===== src/hw/rtl/fwpa_pkg.sv =====
// fwpa_pkg: shared constants, types and the arctangent table for the
// farthest white pixel angle core; no dependencies
`default_nettype none

package fwpa_pkg;

  // frame geometry
  localparam int MAX_WIDTH  = 4096;
  localparam int MAX_HEIGHT = 4096;
  localparam int COL_W      = $clog2(MAX_WIDTH);
  localparam int ROW_W      = $clog2(MAX_HEIGHT);
  localparam int WIDTH_W    = COL_W + 1;
  localparam int PIXEL_W    = 8;
  localparam int LEVEL_W    = 8;
  localparam int CENTER_W   = 12;
  localparam int COORD_W    = 12;
  localparam int SQ_W       = (COL_W > ROW_W) ? 2 * COL_W : 2 * ROW_W;
  localparam int DIST_W     = SQ_W + 1;

  // angle arithmetic
  localparam int ANGLE_FRAC    = 6;
  localparam int ANGLE_W       = 15;
  localparam int ZBITS         = 16;
  localparam int SCALE_SHIFT   = 10;
  localparam int CORDIC_STEPS  = 20;
  localparam int STEP_W        = $clog2(CORDIC_STEPS);
  localparam int DATA_W        = 26;
  localparam int ROUND_SHIFT   = ZBITS - ANGLE_FRAC;
  localparam int ROUND_HALF    = 1 << (ROUND_SHIFT - 1);
  localparam int FULL_ANGLE    = 360 << ANGLE_FRAC;
  localparam int RIGHT_ANGLE   = 90 << ANGLE_FRAC;
  localparam int HALF_TURN_Z   = 180 << ZBITS;
  localparam int R_W           = DATA_W - ROUND_SHIFT + 1;

  // frame result queue
  localparam int Q_DEPTH = 4;
  localparam int Q_PTR_W = $clog2(Q_DEPTH);
  localparam int Q_CNT_W = Q_PTR_W + 1;

  // register file
  localparam int PADDR_W = 4;
  localparam int PDATA_W = 32;
  localparam logic [WIDTH_W-1:0]  IMAGE_WIDTH_RST = WIDTH_W'(640);
  localparam logic [CENTER_W-1:0] CENTER_X_RST    = CENTER_W'(416);
  localparam logic [CENTER_W-1:0] CENTER_Y_RST    = CENTER_W'(253);
  localparam logic [LEVEL_W-1:0]  WHITE_LEVEL_RST = LEVEL_W'(255);

  typedef enum logic [1:0] {
    REG_IMAGE_WIDTH = 2'd0,
    REG_CENTER_X    = 2'd1,
    REG_CENTER_Y    = 2'd2,
    REG_WHITE_LEVEL = 2'd3
  } reg_idx_e;

  typedef enum logic [1:0] {
    ST_IDLE,
    ST_ITER,
    ST_DONE
  } back_state_e;

  typedef struct packed {
    logic [WIDTH_W-1:0]  image_width;
    logic [CENTER_W-1:0] center_x;
    logic [CENTER_W-1:0] center_y;
    logic [LEVEL_W-1:0]  white_level;
  } cfg_t;

  typedef struct packed {
    logic [COL_W-1:0] far_x;
    logic [ROW_W-1:0] far_y;
    logic             found;
  } frame_res_t;

  // arctangent of 2^-i in units of 2^-16 degree
  function automatic logic [DATA_W-1:0] atan_entry(input logic [STEP_W-1:0] idx);
    logic [DATA_W-1:0] v;
    case (idx)
      5'd0:    v = DATA_W'(2949120);
      5'd1:    v = DATA_W'(1740967);
      5'd2:    v = DATA_W'(919879);
      5'd3:    v = DATA_W'(466945);
      5'd4:    v = DATA_W'(234379);
      5'd5:    v = DATA_W'(117304);
      5'd6:    v = DATA_W'(58666);
      5'd7:    v = DATA_W'(29335);
      5'd8:    v = DATA_W'(14668);
      5'd9:    v = DATA_W'(7334);
      5'd10:   v = DATA_W'(3667);
      5'd11:   v = DATA_W'(1833);
      5'd12:   v = DATA_W'(917);
      5'd13:   v = DATA_W'(458);
      5'd14:   v = DATA_W'(229);
      5'd15:   v = DATA_W'(115);
      5'd16:   v = DATA_W'(57);
      5'd17:   v = DATA_W'(29);
      5'd18:   v = DATA_W'(14);
      5'd19:   v = DATA_W'(7);
      default: v = '0;
    endcase
    return v;
  endfunction

endpackage

`default_nettype wire


===== src/hw/rtl/fwpa_front.sv =====
// fwpa_front: pixel intake, raster counters, squared distance pipeline and
// farthest point tracking; depends on fwpa_pkg
`default_nettype none

module fwpa_front (
  input  logic                          clk_i,
  input  logic                          rst_ni,
  input  fwpa_pkg::cfg_t                cfg_i,
  input  logic                          in_valid_i,
  output logic                          in_ready_o,
  input  logic [fwpa_pkg::PIXEL_W-1:0]  pixel_i,
  input  logic                          end_of_frame_i,
  input  logic [fwpa_pkg::Q_CNT_W-1:0]  q_count_i,
  output logic                          push_o,
  output fwpa_pkg::frame_res_t          push_data_o
);
  import fwpa_pkg::*;

  logic                      accept;
  logic [WIDTH_W-1:0]        width_clamped;
  logic [WIDTH_W-1:0]        col_inc;
  logic                      col_wrap;
  logic [COL_W-1:0]          col_q, col_d;
  logic [ROW_W-1:0]          row_q, row_d;
  logic [Q_CNT_W-1:0]        in_flight;

  // stage a: offsets from center
  logic                      a_valid_q;
  logic                      a_hit_q, a_eof_q;
  logic signed [COL_W:0]     a_dx_q;
  logic signed [ROW_W:0]     a_dy_q;
  logic [COL_W-1:0]          a_col_q;
  logic [ROW_W-1:0]          a_row_q;

  // stage b: squares
  logic                      b_valid_q;
  logic                      b_hit_q, b_eof_q;
  logic [2*COL_W-1:0]        b_sq_x_q;
  logic [2*ROW_W-1:0]        b_sq_y_q;
  logic [COL_W-1:0]          b_col_q;
  logic [ROW_W-1:0]          b_row_q;
  logic signed [2*COL_W+1:0] prod_x;
  logic signed [2*ROW_W+1:0] prod_y;

  // stage c: best point
  logic [DIST_W-1:0]         dist_sum;
  logic                      upd;
  logic [DIST_W-1:0]         best_dist_q, best_dist_d;
  logic [COL_W-1:0]          best_x_q, best_x_d;
  logic [ROW_W-1:0]          best_y_q, best_y_d;

  // space check: every end of frame in flight must find a queue slot
  assign in_flight  = Q_CNT_W'(a_valid_q & a_eof_q) + Q_CNT_W'(b_valid_q & b_eof_q);
  assign in_ready_o = (q_count_i + in_flight) < Q_CNT_W'(Q_DEPTH);
  assign accept     = in_valid_i & in_ready_o;

  // width clamped to [1, MAX_WIDTH]
  always_comb begin
    if (cfg_i.image_width == '0) begin
      width_clamped = WIDTH_W'(1);
    end else if (cfg_i.image_width > WIDTH_W'(MAX_WIDTH)) begin
      width_clamped = WIDTH_W'(MAX_WIDTH);
    end else begin
      width_clamped = cfg_i.image_width;
    end
  end

  // raster counters
  assign col_inc  = {1'b0, col_q} + WIDTH_W'(1);
  assign col_wrap = col_inc >= width_clamped;

  always_comb begin
    col_d = col_q;
    row_d = row_q;
    if (accept) begin
      if (end_of_frame_i) begin
        col_d = '0;
        row_d = '0;
      end else if (col_wrap) begin
        col_d = '0;
        row_d = row_q + ROW_W'(1);
      end else begin
        col_d = col_inc[COL_W-1:0];
      end
    end
  end

  always_ff @(posedge clk_i or negedge rst_ni) begin
    if (!rst_ni) begin
      col_q     <= '0;
      row_q     <= '0;
      a_valid_q <= 1'b0;
      b_valid_q <= 1'b0;
    end else begin
      col_q     <= col_d;
      row_q     <= row_d;
      a_valid_q <= accept;
      b_valid_q <= a_valid_q;
    end
  end

  // stage a and b payload
  assign prod_x = a_dx_q * a_dx_q;
  assign prod_y = a_dy_q * a_dy_q;

  always_ff @(posedge clk_i) begin
    a_hit_q  <= (pixel_i == cfg_i.white_level);
    a_eof_q  <= end_of_frame_i;
    a_dx_q   <= $signed({1'b0, col_q}) - $signed({1'b0, cfg_i.center_x});
    a_dy_q   <= $signed({1'b0, row_q}) - $signed({1'b0, cfg_i.center_y});
    a_col_q  <= col_q;
    a_row_q  <= row_q;
    b_hit_q  <= a_hit_q;
    b_eof_q  <= a_eof_q;
    b_sq_x_q <= prod_x[2*COL_W-1:0];
    b_sq_y_q <= prod_y[2*ROW_W-1:0];
    b_col_q  <= a_col_q;
    b_row_q  <= a_row_q;
  end

  // compare against the kept distance, strictly greater wins
  assign dist_sum = DIST_W'(b_sq_x_q) + DIST_W'(b_sq_y_q);
  assign upd      = b_valid_q & b_hit_q & (dist_sum > best_dist_q);

  always_comb begin
    best_dist_d = best_dist_q;
    best_x_d    = best_x_q;
    best_y_d    = best_y_q;
    if (upd) begin
      best_dist_d = dist_sum;
      best_x_d    = b_col_q;
      best_y_d    = b_row_q;
    end
  end

  // frame result goes to the queue, kept point clears
  assign push_o            = b_valid_q & b_eof_q;
  assign push_data_o.far_x = best_x_d;
  assign push_data_o.far_y = best_y_d;
  assign push_data_o.found = (best_dist_d != '0);

  always_ff @(posedge clk_i or negedge rst_ni) begin
    if (!rst_ni) begin
      best_dist_q <= '0;
      best_x_q    <= '0;
      best_y_q    <= '0;
    end else if (push_o) begin
      best_dist_q <= '0;
      best_x_q    <= '0;
      best_y_q    <= '0;
    end else begin
      best_dist_q <= best_dist_d;
      best_x_q    <= best_x_d;
      best_y_q    <= best_y_d;
    end
  end

endmodule

`default_nettype wire


===== src/hw/rtl/fwpa_fifo.sv =====
// fwpa_fifo: short queue of per-frame results between front and back;
// depends on fwpa_pkg
`default_nettype none

module fwpa_fifo (
  input  logic                         clk_i,
  input  logic                         rst_ni,
  input  logic                         push_i,
  input  fwpa_pkg::frame_res_t         data_i,
  input  logic                         pop_i,
  output fwpa_pkg::frame_res_t         data_o,
  output logic                         empty_o,
  output logic [fwpa_pkg::Q_CNT_W-1:0] count_o
);
  import fwpa_pkg::*;

  frame_res_t           entry_q [Q_DEPTH];
  logic [Q_PTR_W-1:0]   wr_ptr_q, rd_ptr_q;
  logic [Q_CNT_W-1:0]   count_q;

  assign data_o  = entry_q[rd_ptr_q];
  assign empty_o = (count_q == '0);
  assign count_o = count_q;

  // entry storage
  always_ff @(posedge clk_i) begin
    if (push_i) begin
      entry_q[wr_ptr_q] <= data_i;
    end
  end

  // pointers and fill count
  always_ff @(posedge clk_i or negedge rst_ni) begin
    if (!rst_ni) begin
      wr_ptr_q <= '0;
      rd_ptr_q <= '0;
      count_q  <= '0;
    end else begin
      if (push_i) begin
        wr_ptr_q <= wr_ptr_q + Q_PTR_W'(1);
      end
      if (pop_i) begin
        rd_ptr_q <= rd_ptr_q + Q_PTR_W'(1);
      end
      count_q <= count_q + Q_CNT_W'(push_i) - Q_CNT_W'(pop_i);
    end
  end

endmodule

`default_nettype wire


===== src/hw/rtl/fwpa_cordic.sv =====
// fwpa_cordic: back end, iterative vectoring cordic giving the clock-hand
// angle of each queued frame result, with the output register; depends on fwpa_pkg
`default_nettype none

module fwpa_cordic (
  input  logic                          clk_i,
  input  logic                          rst_ni,
  input  fwpa_pkg::cfg_t                cfg_i,
  input  logic                          q_empty_i,
  input  fwpa_pkg::frame_res_t          q_data_i,
  output logic                          pop_o,
  output logic                          out_valid_o,
  input  logic                          out_ready_i,
  output logic [fwpa_pkg::COORD_W-1:0]  far_x_o,
  output logic [fwpa_pkg::COORD_W-1:0]  far_y_o,
  output logic [fwpa_pkg::ANGLE_W-1:0]  hand_angle_o,
  output logic                          found_o
);
  import fwpa_pkg::*;

  back_state_e              state_q, state_d;
  logic                     out_free;
  logic                     load_out;
  logic                     last_step;

  logic signed [ROW_W:0]    du_raw;
  logic signed [COL_W:0]    dv_raw;
  logic signed [DATA_W-1:0] du_ext, dv_ext;

  logic signed [DATA_W-1:0] du_q, dv_q, z_q;
  logic [STEP_W-1:0]        step_q;
  logic                     zero_q;
  frame_res_t               hold_q;

  logic signed [DATA_W-1:0] du_sh, dv_sh, atan_val;
  logic signed [DATA_W-1:0] z_rnd;
  logic signed [R_W-1:0]    r_val, ang_wrap;
  logic [ANGLE_W-1:0]       angle;

  logic                     out_valid_q;

  // vector from center, up is positive
  assign du_raw = $signed({1'b0, cfg_i.center_y}) - $signed({1'b0, q_data_i.far_y});
  assign dv_raw = $signed({1'b0, q_data_i.far_x}) - $signed({1'b0, cfg_i.center_x});
  assign du_ext = DATA_W'(du_raw) <<< SCALE_SHIFT;
  assign dv_ext = DATA_W'(dv_raw) <<< SCALE_SHIFT;

  assign out_free  = !out_valid_q || out_ready_i;
  assign last_step = (step_q == STEP_W'(CORDIC_STEPS - 1));

  // next state
  always_comb begin
    state_d = state_q;
    unique case (state_q)
      ST_IDLE: begin
        if (!q_empty_i) begin
          state_d = ST_ITER;
        end
      end
      ST_ITER: begin
        if (last_step) begin
          state_d = ST_DONE;
        end
      end
      ST_DONE: begin
        if (out_free) begin
          state_d = ST_IDLE;
        end
      end
      default: state_d = ST_IDLE;
    endcase
  end

  // state outputs
  always_comb begin
    pop_o    = 1'b0;
    load_out = 1'b0;
    unique case (state_q)
      ST_IDLE: pop_o    = !q_empty_i;
      ST_ITER: begin
      end
      ST_DONE: load_out = out_free;
      default: begin
      end
    endcase
  end

  always_ff @(posedge clk_i or negedge rst_ni) begin
    if (!rst_ni) begin
      state_q <= ST_IDLE;
    end else begin
      state_q <= state_d;
    end
  end

  // one rotation step, arithmetic shifts floor
  assign du_sh    = du_q >>> step_q;
  assign dv_sh    = dv_q >>> step_q;
  assign atan_val = $signed(atan_entry(step_q));

  always_ff @(posedge clk_i) begin
    if (pop_o) begin
      hold_q <= q_data_i;
      zero_q <= (du_raw == '0) && (dv_raw == '0);
      step_q <= '0;
      if (du_raw < 0) begin
        du_q <= -du_ext;
        dv_q <= -dv_ext;
        z_q  <= DATA_W'(HALF_TURN_Z);
      end else begin
        du_q <= du_ext;
        dv_q <= dv_ext;
        z_q  <= '0;
      end
    end else if (state_q == ST_ITER) begin
      step_q <= step_q + STEP_W'(1);
      if (dv_q > 0) begin
        du_q <= du_q + dv_sh;
        dv_q <= dv_q - du_sh;
        z_q  <= z_q + atan_val;
      end else begin
        du_q <= du_q - dv_sh;
        dv_q <= dv_q + du_sh;
        z_q  <= z_q - atan_val;
      end
    end
  end

  // round half up to the output fraction, wrap into one turn
  assign z_rnd = z_q + DATA_W'(ROUND_HALF);
  assign r_val = R_W'(z_rnd >>> ROUND_SHIFT);

  always_comb begin
    if (r_val < 0) begin
      ang_wrap = r_val + R_W'(FULL_ANGLE);
    end else if (r_val >= R_W'(FULL_ANGLE)) begin
      ang_wrap = r_val - R_W'(FULL_ANGLE);
    end else begin
      ang_wrap = r_val;
    end
    if (zero_q) begin
      angle = ANGLE_W'(RIGHT_ANGLE);
    end else begin
      angle = ang_wrap[ANGLE_W-1:0];
    end
  end

  // output register
  always_ff @(posedge clk_i or negedge rst_ni) begin
    if (!rst_ni) begin
      out_valid_q <= 1'b0;
    end else if (load_out) begin
      out_valid_q <= 1'b1;
    end else if (out_ready_i) begin
      out_valid_q <= 1'b0;
    end
  end

  always_ff @(posedge clk_i) begin
    if (load_out) begin
      far_x_o      <= COORD_W'(hold_q.far_x);
      far_y_o      <= COORD_W'(hold_q.far_y);
      hand_angle_o <= angle;
      found_o      <= hold_q.found;
    end
  end

  assign out_valid_o = out_valid_q;

endmodule

`default_nettype wire


===== src/hw/rtl/farthest_white_pixel_angle_core.sv =====
// Farthest white pixel angle core: one pixel accepted per cycle while the
// result queue has room; the back end works on one frame result at a time
// with its single iterative cordic, so a run of short frames fills the
// 4-entry queue and then paces intake. Reset is asynchronous active low:
// counters, kept point, queue and handshakes clear, registers return to
// 640/416/253/255.
`default_nettype none

module farthest_white_pixel_angle_core (
  input  logic                          clk_i,
  input  logic                          rst_ni,
  // apb configuration port
  input  logic                          psel,
  input  logic                          penable,
  input  logic                          pwrite,
  input  logic [fwpa_pkg::PADDR_W-1:0]  paddr,
  input  logic [fwpa_pkg::PDATA_W-1:0]  pwdata,
  output logic [fwpa_pkg::PDATA_W-1:0]  prdata,
  output logic                          pready,
  // pixel input
  input  logic                          in_valid_i,
  output logic                          in_ready_o,
  input  logic [fwpa_pkg::PIXEL_W-1:0]  pixel_i,
  input  logic                          end_of_frame_i,
  // frame result output
  output logic                          out_valid_o,
  input  logic                          out_ready_i,
  output logic [fwpa_pkg::COORD_W-1:0]  far_x_o,
  output logic [fwpa_pkg::COORD_W-1:0]  far_y_o,
  output logic [fwpa_pkg::ANGLE_W-1:0]  hand_angle_o,
  output logic                          found_o
);
  import fwpa_pkg::*;

  cfg_t               cfg_q;
  reg_idx_e           reg_idx;
  logic               cfg_we;
  logic               q_push, q_pop, q_empty;
  frame_res_t         q_wdata, q_rdata;
  logic [Q_CNT_W-1:0] q_count;

  // register write and read
  assign pready  = 1'b1;
  assign reg_idx = reg_idx_e'(paddr[PADDR_W-1:2]);
  assign cfg_we  = psel & penable & pwrite & pready;

  always_ff @(posedge clk_i or negedge rst_ni) begin
    if (!rst_ni) begin
      cfg_q.image_width <= IMAGE_WIDTH_RST;
      cfg_q.center_x    <= CENTER_X_RST;
      cfg_q.center_y    <= CENTER_Y_RST;
      cfg_q.white_level <= WHITE_LEVEL_RST;
    end else if (cfg_we) begin
      unique case (reg_idx)
        REG_IMAGE_WIDTH: cfg_q.image_width <= pwdata[WIDTH_W-1:0];
        REG_CENTER_X:    cfg_q.center_x    <= pwdata[CENTER_W-1:0];
        REG_CENTER_Y:    cfg_q.center_y    <= pwdata[CENTER_W-1:0];
        REG_WHITE_LEVEL: cfg_q.white_level <= pwdata[LEVEL_W-1:0];
        default: begin
        end
      endcase
    end
  end

  always_comb begin
    unique case (reg_idx)
      REG_IMAGE_WIDTH: prdata = PDATA_W'(cfg_q.image_width);
      REG_CENTER_X:    prdata = PDATA_W'(cfg_q.center_x);
      REG_CENTER_Y:    prdata = PDATA_W'(cfg_q.center_y);
      REG_WHITE_LEVEL: prdata = PDATA_W'(cfg_q.white_level);
      default:         prdata = '0;
    endcase
  end

  // front: pixel intake and farthest point
  fwpa_front u_front (
    .clk_i          (clk_i),
    .rst_ni         (rst_ni),
    .cfg_i          (cfg_q),
    .in_valid_i     (in_valid_i),
    .in_ready_o     (in_ready_o),
    .pixel_i        (pixel_i),
    .end_of_frame_i (end_of_frame_i),
    .q_count_i      (q_count),
    .push_o         (q_push),
    .push_data_o    (q_wdata)
  );

  // frame result queue
  fwpa_fifo u_fifo (
    .clk_i   (clk_i),
    .rst_ni  (rst_ni),
    .push_i  (q_push),
    .data_i  (q_wdata),
    .pop_i   (q_pop),
    .data_o  (q_rdata),
    .empty_o (q_empty),
    .count_o (q_count)
  );

  // back: angle and output register
  fwpa_cordic u_cordic (
    .clk_i        (clk_i),
    .rst_ni       (rst_ni),
    .cfg_i        (cfg_q),
    .q_empty_i    (q_empty),
    .q_data_i     (q_rdata),
    .pop_o        (q_pop),
    .out_valid_o  (out_valid_o),
    .out_ready_i  (out_ready_i),
    .far_x_o      (far_x_o),
    .far_y_o      (far_y_o),
    .hand_angle_o (hand_angle_o),
    .found_o      (found_o)
  );

  // angle always within one turn
  a_angle_range: assert property (@(posedge clk_i) disable iff (!rst_ni)
    out_valid_o |-> (hand_angle_o < ANGLE_W'(FULL_ANGLE)))
    else $error("hand angle out of range");

  // no white pixel means the origin point
  a_not_found_origin: assert property (@(posedge clk_i) disable iff (!rst_ni)
    (out_valid_o && !found_o) |-> (far_x_o == '0 && far_y_o == '0))
    else $error("point reported without a white pixel");

  // queue never overfills
  a_queue_bound: assert property (@(posedge clk_i) disable iff (!rst_ni)
    (q_count <= Q_CNT_W'(Q_DEPTH)) && !(q_push && q_count == Q_CNT_W'(Q_DEPTH)))
    else $error("result queue overflow");

  // intake only stalls on a queue that holds results
  a_stall_cause: assert property (@(posedge clk_i) disable iff (!rst_ni)
    !in_ready_o |-> (q_count != '0))
    else $error("pixel intake stalled with empty queue");

endmodule

`default_nettype wire


===== config.mk =====
export PLATFORM = sky130hd
export DESIGN_NAME = farthest_white_pixel_angle_core
export DESIGN_NICKNAME = d
export VERILOG_FILES = /design/src/hw/rtl/fwpa_pkg.sv /design/src/hw/rtl/fwpa_front.sv /design/src/hw/rtl/fwpa_fifo.sv /design/src/hw/rtl/fwpa_cordic.sv /design/src/hw/rtl/farthest_white_pixel_angle_core.sv
export SDC_FILE = /design/constraint.sdc
export NUM_CORES = 2
export LEC_CHECK = 0
export ABC_CLOCK_PERIOD_IN_PS = 6300
export BUFFER_PORTS_ARGS = -buffer_cell sky130_fd_sc_hd__buf_4
export CAP_MARGIN = 15
export CORE_UTILIZATION = 63
export CTS_CLUSTER_SIZE = 24
export DETAILED_ROUTE_END_ITERATION = 16
export HOLD_SLACK_MARGIN = 0.06
export PLACE_DENSITY = 0.81
export SLEW_MARGIN = 20
export SYNTH_ARGS = -nofsm -noshare
export SYNTH_HDL_FRONTEND = slang
export SYNTH_SLANG_ARGS = --single-unit
export TNS_END_PERCENT = 1

===== constraint.sdc =====
create_clock -name clk_i -period 6.3 [get_ports clk_i]
set_input_delay 1.26 -clock clk_i [delete_from_list [all_inputs] [get_ports clk_i]]
set_output_delay 1.26 -clock clk_i [all_outputs]
set_load 0.02 [all_outputs]

==> results.txt <==
- The total overflow left after global routing is 0.
- Avg Vias per Cell: 6.09
* Highest achievable clock rate: 166 MHz
* Number of max-slew violations in the final report: 0
- In the routed design, unresolved DRC markers number 0.
* Startpoint type of the worst setup path: flop
- Setup TNS Final: 0 ns
- The final hold violation count is 0.
* Status: completed
- Number of buffers on the longest clock path: 3
* Number of warnings reported in the yosys synthesis log: 0
- Among all flip-flop cells after synthesis, the most frequent one is edfxtp_1.
- For the worst setup path, the data required time is 6.67 ns.
- The floorplan has 95 rows.
- Count of vias placed by the detailed router: 32,700
* Register area share after synthesis: 31.7%
* Io pins: 127
- Global-route wire length before repair: 176,000 um
- Horizontal die dimension: 263 um
- Commonest non-fill, non-tap cells in the layout: inv_1, nand2_1, ha_1
- The floorplan step defined a die boundary enclosing 69,300 um2.
* Layout area overhead: 9.05%
- Clock latency on the worst-skew pair, taken at its later pin, is 0.63 ns.
- After synthesis, the mean cell area works out to 9.86 um2.
- Gate Count Post-Synth: 4,358
- The final layout contains 5,122 nets.
- Post-synthesis register bit count: 525
- Drt total wl: 108,000 um
- Dividing the detail-routed wire length by the instance count gives 20.2 um.
* Max-capacitance violation count: 0
* Worst slack on hold paths: 0.326 ns
- Clk_skew: 0.0314 ns
* Post-Layout Inst Area: 46,900 um2
- Element type at the critical path end: flop
- Vias in the first global route: 33,000
- Post-DP Area: 44,800 um2
* Total setup violations reported at the end of the flow: 0
* Commonest non-fill, non-tap cell in the layout: inv_1
* Data arrival, critical path: 6.39 ns
- Total GRT Usage: 32.0%
* Iteration count of the initial detailed-routing pass: 8
* Port Buffer Count: 85
* Detailed placer's ending HPWL: 83,500 um
- Fraction of registers with async set/reset: 24.8%
- Counting the fill cells in the layout gives 4,993.
- Buffers inserted to repair hold after CTS numbered 0.
- Number of library cell types mapped by synthesis: 109
- Post-CTS Setup Inserts: 0
- Initial drt markers: 3,214
* Placeable core region: 67,400 um2
- At the pin with the least slew margin, the transition time is 1.02 ns.
- Layout cells sized above 1: 11.8%
- Min Tclk post-route: 6.01 ns
* Initial standard-cell utilization of the core: 63.8%
- In this run the remaining antenna-violating nets after routing total 0.
* Tightest Hold Check Type: reg -> reg
* Ratio of final minimum period to clock period: 95.4%
- Of all nets on the critical path, the largest fanout is 31.
- Routability-driven placement finished with a final weighted congestion of 1.02.
- Root Driver: clkbuf_16
- Clock tree from TritonCTS: yes
* Largest net degree at the start of global routing: 79
- TritonCTS created 54 clock buffers.
- Clock-pin slew was measured on the worst setup and hold paths at 0.07 ns.
- From bottom edge to top edge, the die measures 263 um.
* Cell Area, Synth: 43,000 um2
- In this run the tightest slew margin relative to its limit is 30.8%.
- Setup repair after global routing left no endpoint under its margin.
* Number of enable-type register cells in the synthesized netlist: 244
- The clock net in this run drives a total of 525 sinks.
- Class of the most critical setup path: reg -> reg
- Initial antenna violation count: 5
- H-Tree Level Count: 2
[synth_stat cells (all sizes together), types with 86 or more instances]
| library cell | n | area [um2] |
|---|---|---|
| fa | 279 | 5590 |
| xor2 | 112 | 981 |
| nand2 | 364 | 1370 |
| inv | 512 | 1920 |
| o21ai | 195 | 976 |
| dfrtp | 110 | 2750 |
| ha | 335 | 4190 |
| mux2 | 86 | 972 |
| edfxtp | 244 | 7330 |
| nor3 | 96 | 485 |
| xnor2 | 164 | 1440 |
| dfxtp | 151 | 3020 |
| a21oi | 214 | 1090 |
| and2 | 92 | 576 |
| clkbuf | 111 | 440 |
| nor2 | 319 | 1200 |
[metal layers]
layer  vias to the layer above  global-route usage, %  wire length [um]
li1                      15300                      -                 -
met1                     15900                   40.7             42800
met2                      1249                   54.1             52400
met3                       285                   5.21              8140
met4                         6                   13.4              4970
met5                         -                      0                36
[critical path, stage by stage, from the launching register on]
cell and delay (ns):
dfxtp_4 0.61, buf_12 0.23, buf_4 0.28, mux2i_1 0.39
a22o_1 0.25, nor3_1 0.06, nor3_1 0.24, buf_4 0.17
ha_1 0.16, nand3_1 0.15, nor3_2 0.34, nand3_1 0.27
a21o_2 0.27, o21ai_1 0.17, xnor2_1 0.11, ha_1 0.25
or3_1 0.35, o211a_1 0.22, o21a_1 0.19, o21a_1 0.18
or4_1 0.44, a211oi_1 0.30, nor3_1 0.09
[registers in the layout (all words and copies together) (netlist names), 13 cells and up]
| name | flops |
|---|---|
| u_fifo.entry_q | 100 |
| cfg_q | 45 |
| u_cordic.du_q | 26 |
| u_cordic.dv_q | 26 |
| u_cordic.z_q | 26 |
| u_cordic.hold_q | 25 |
| u_front.best_dist_q | 25 |
| u_front.b_sq_x_q | 23 |
| u_front.b_sq_y_q | 23 |
| u_cordic.atan_val | 22 |
| u_cordic.hand_angle_o | 15 |
| u_front.a_dx_q | 13 |
| u_front.a_dy_q | 13 |
[cells by family (layout without fill, tap and decap cells)]
logic type / after synthesis / count (layout) / synth area share [%]
compound gates: 783 / 783 / 11.6
buf+inv: 692 / 817 / 6.63
other cells: 2 / 21 / 0.0175
fa+ha+maj: 614 / 614 / 22.7
simple gates: 1244 / 1244 / 14.0
mux: 220 / 220 / 7.52
xor+xnor: 278 / 278 / 5.73
flops: 525 / 525 / 31.7
[final cells by class]
class | count | area (um2) | share of cell area, %
flip-flops and latches | 525 | 13600 | 29.1
well taps | 873 | 1090 | 2.33
clock inverters | 35 | 435 | 0.929
inverters | 515 | 1940 | 4.13
clock buffers | 66 | 1520 | 3.25
multi-input cells | 3159 | 26700 | 56.9
diodes | 1 | 2.50 | 0.00534
repair buffers | 201 | 1590 | 3.38
[path summary, 6_finish.rpt]
check / startpoint / end / slack [ns] / cells past startpoint
setup / recovery: u_cordic.step_q[2] / u_cordic.dv_q[24] / 0.29 / 22
hold / removal: u_front.a_col_q[4] / u_front.b_col_q[4] / 0.33 / 0
setup reg to reg: u_cordic.step_q[2] / u_cordic.dv_q[24] / 0.29 / 22
hold reg to reg: u_front.a_col_q[4] / u_front.b_col_q[4] / 0.33 / 0
max in group asynchronous: rst_ni / u_fifo.count_o[1] / 4.31 / 2
min in group asynchronous: rst_ni / u_front.best_dist_q[23] / 0.66 / 1
[timing repair]
action / 4_1_cts / 5_1_grt
gates resized for setup: 0 / 15
endpoints found under the setup margin: 0 / 15
hold endpoints to repair: 0 / 0
[stage by stage]
stage / cells / util (%) / setup slack, ns
final: 5375 / 69.6 / 0.288
after detailed placement: 5272 / 66.5 / 0.187
after global routing: 5374 / 69.6 / 0.00720
after CTS: 5373 / 69.4 / 0.0879
after floorplan: 4376 / - / 0.507
after global placement: 5272 / 66.5 / 0.329
Power is not shown: default switching activity piles up to over one toggle a cycle in this logic, so the estimate is an artifact.
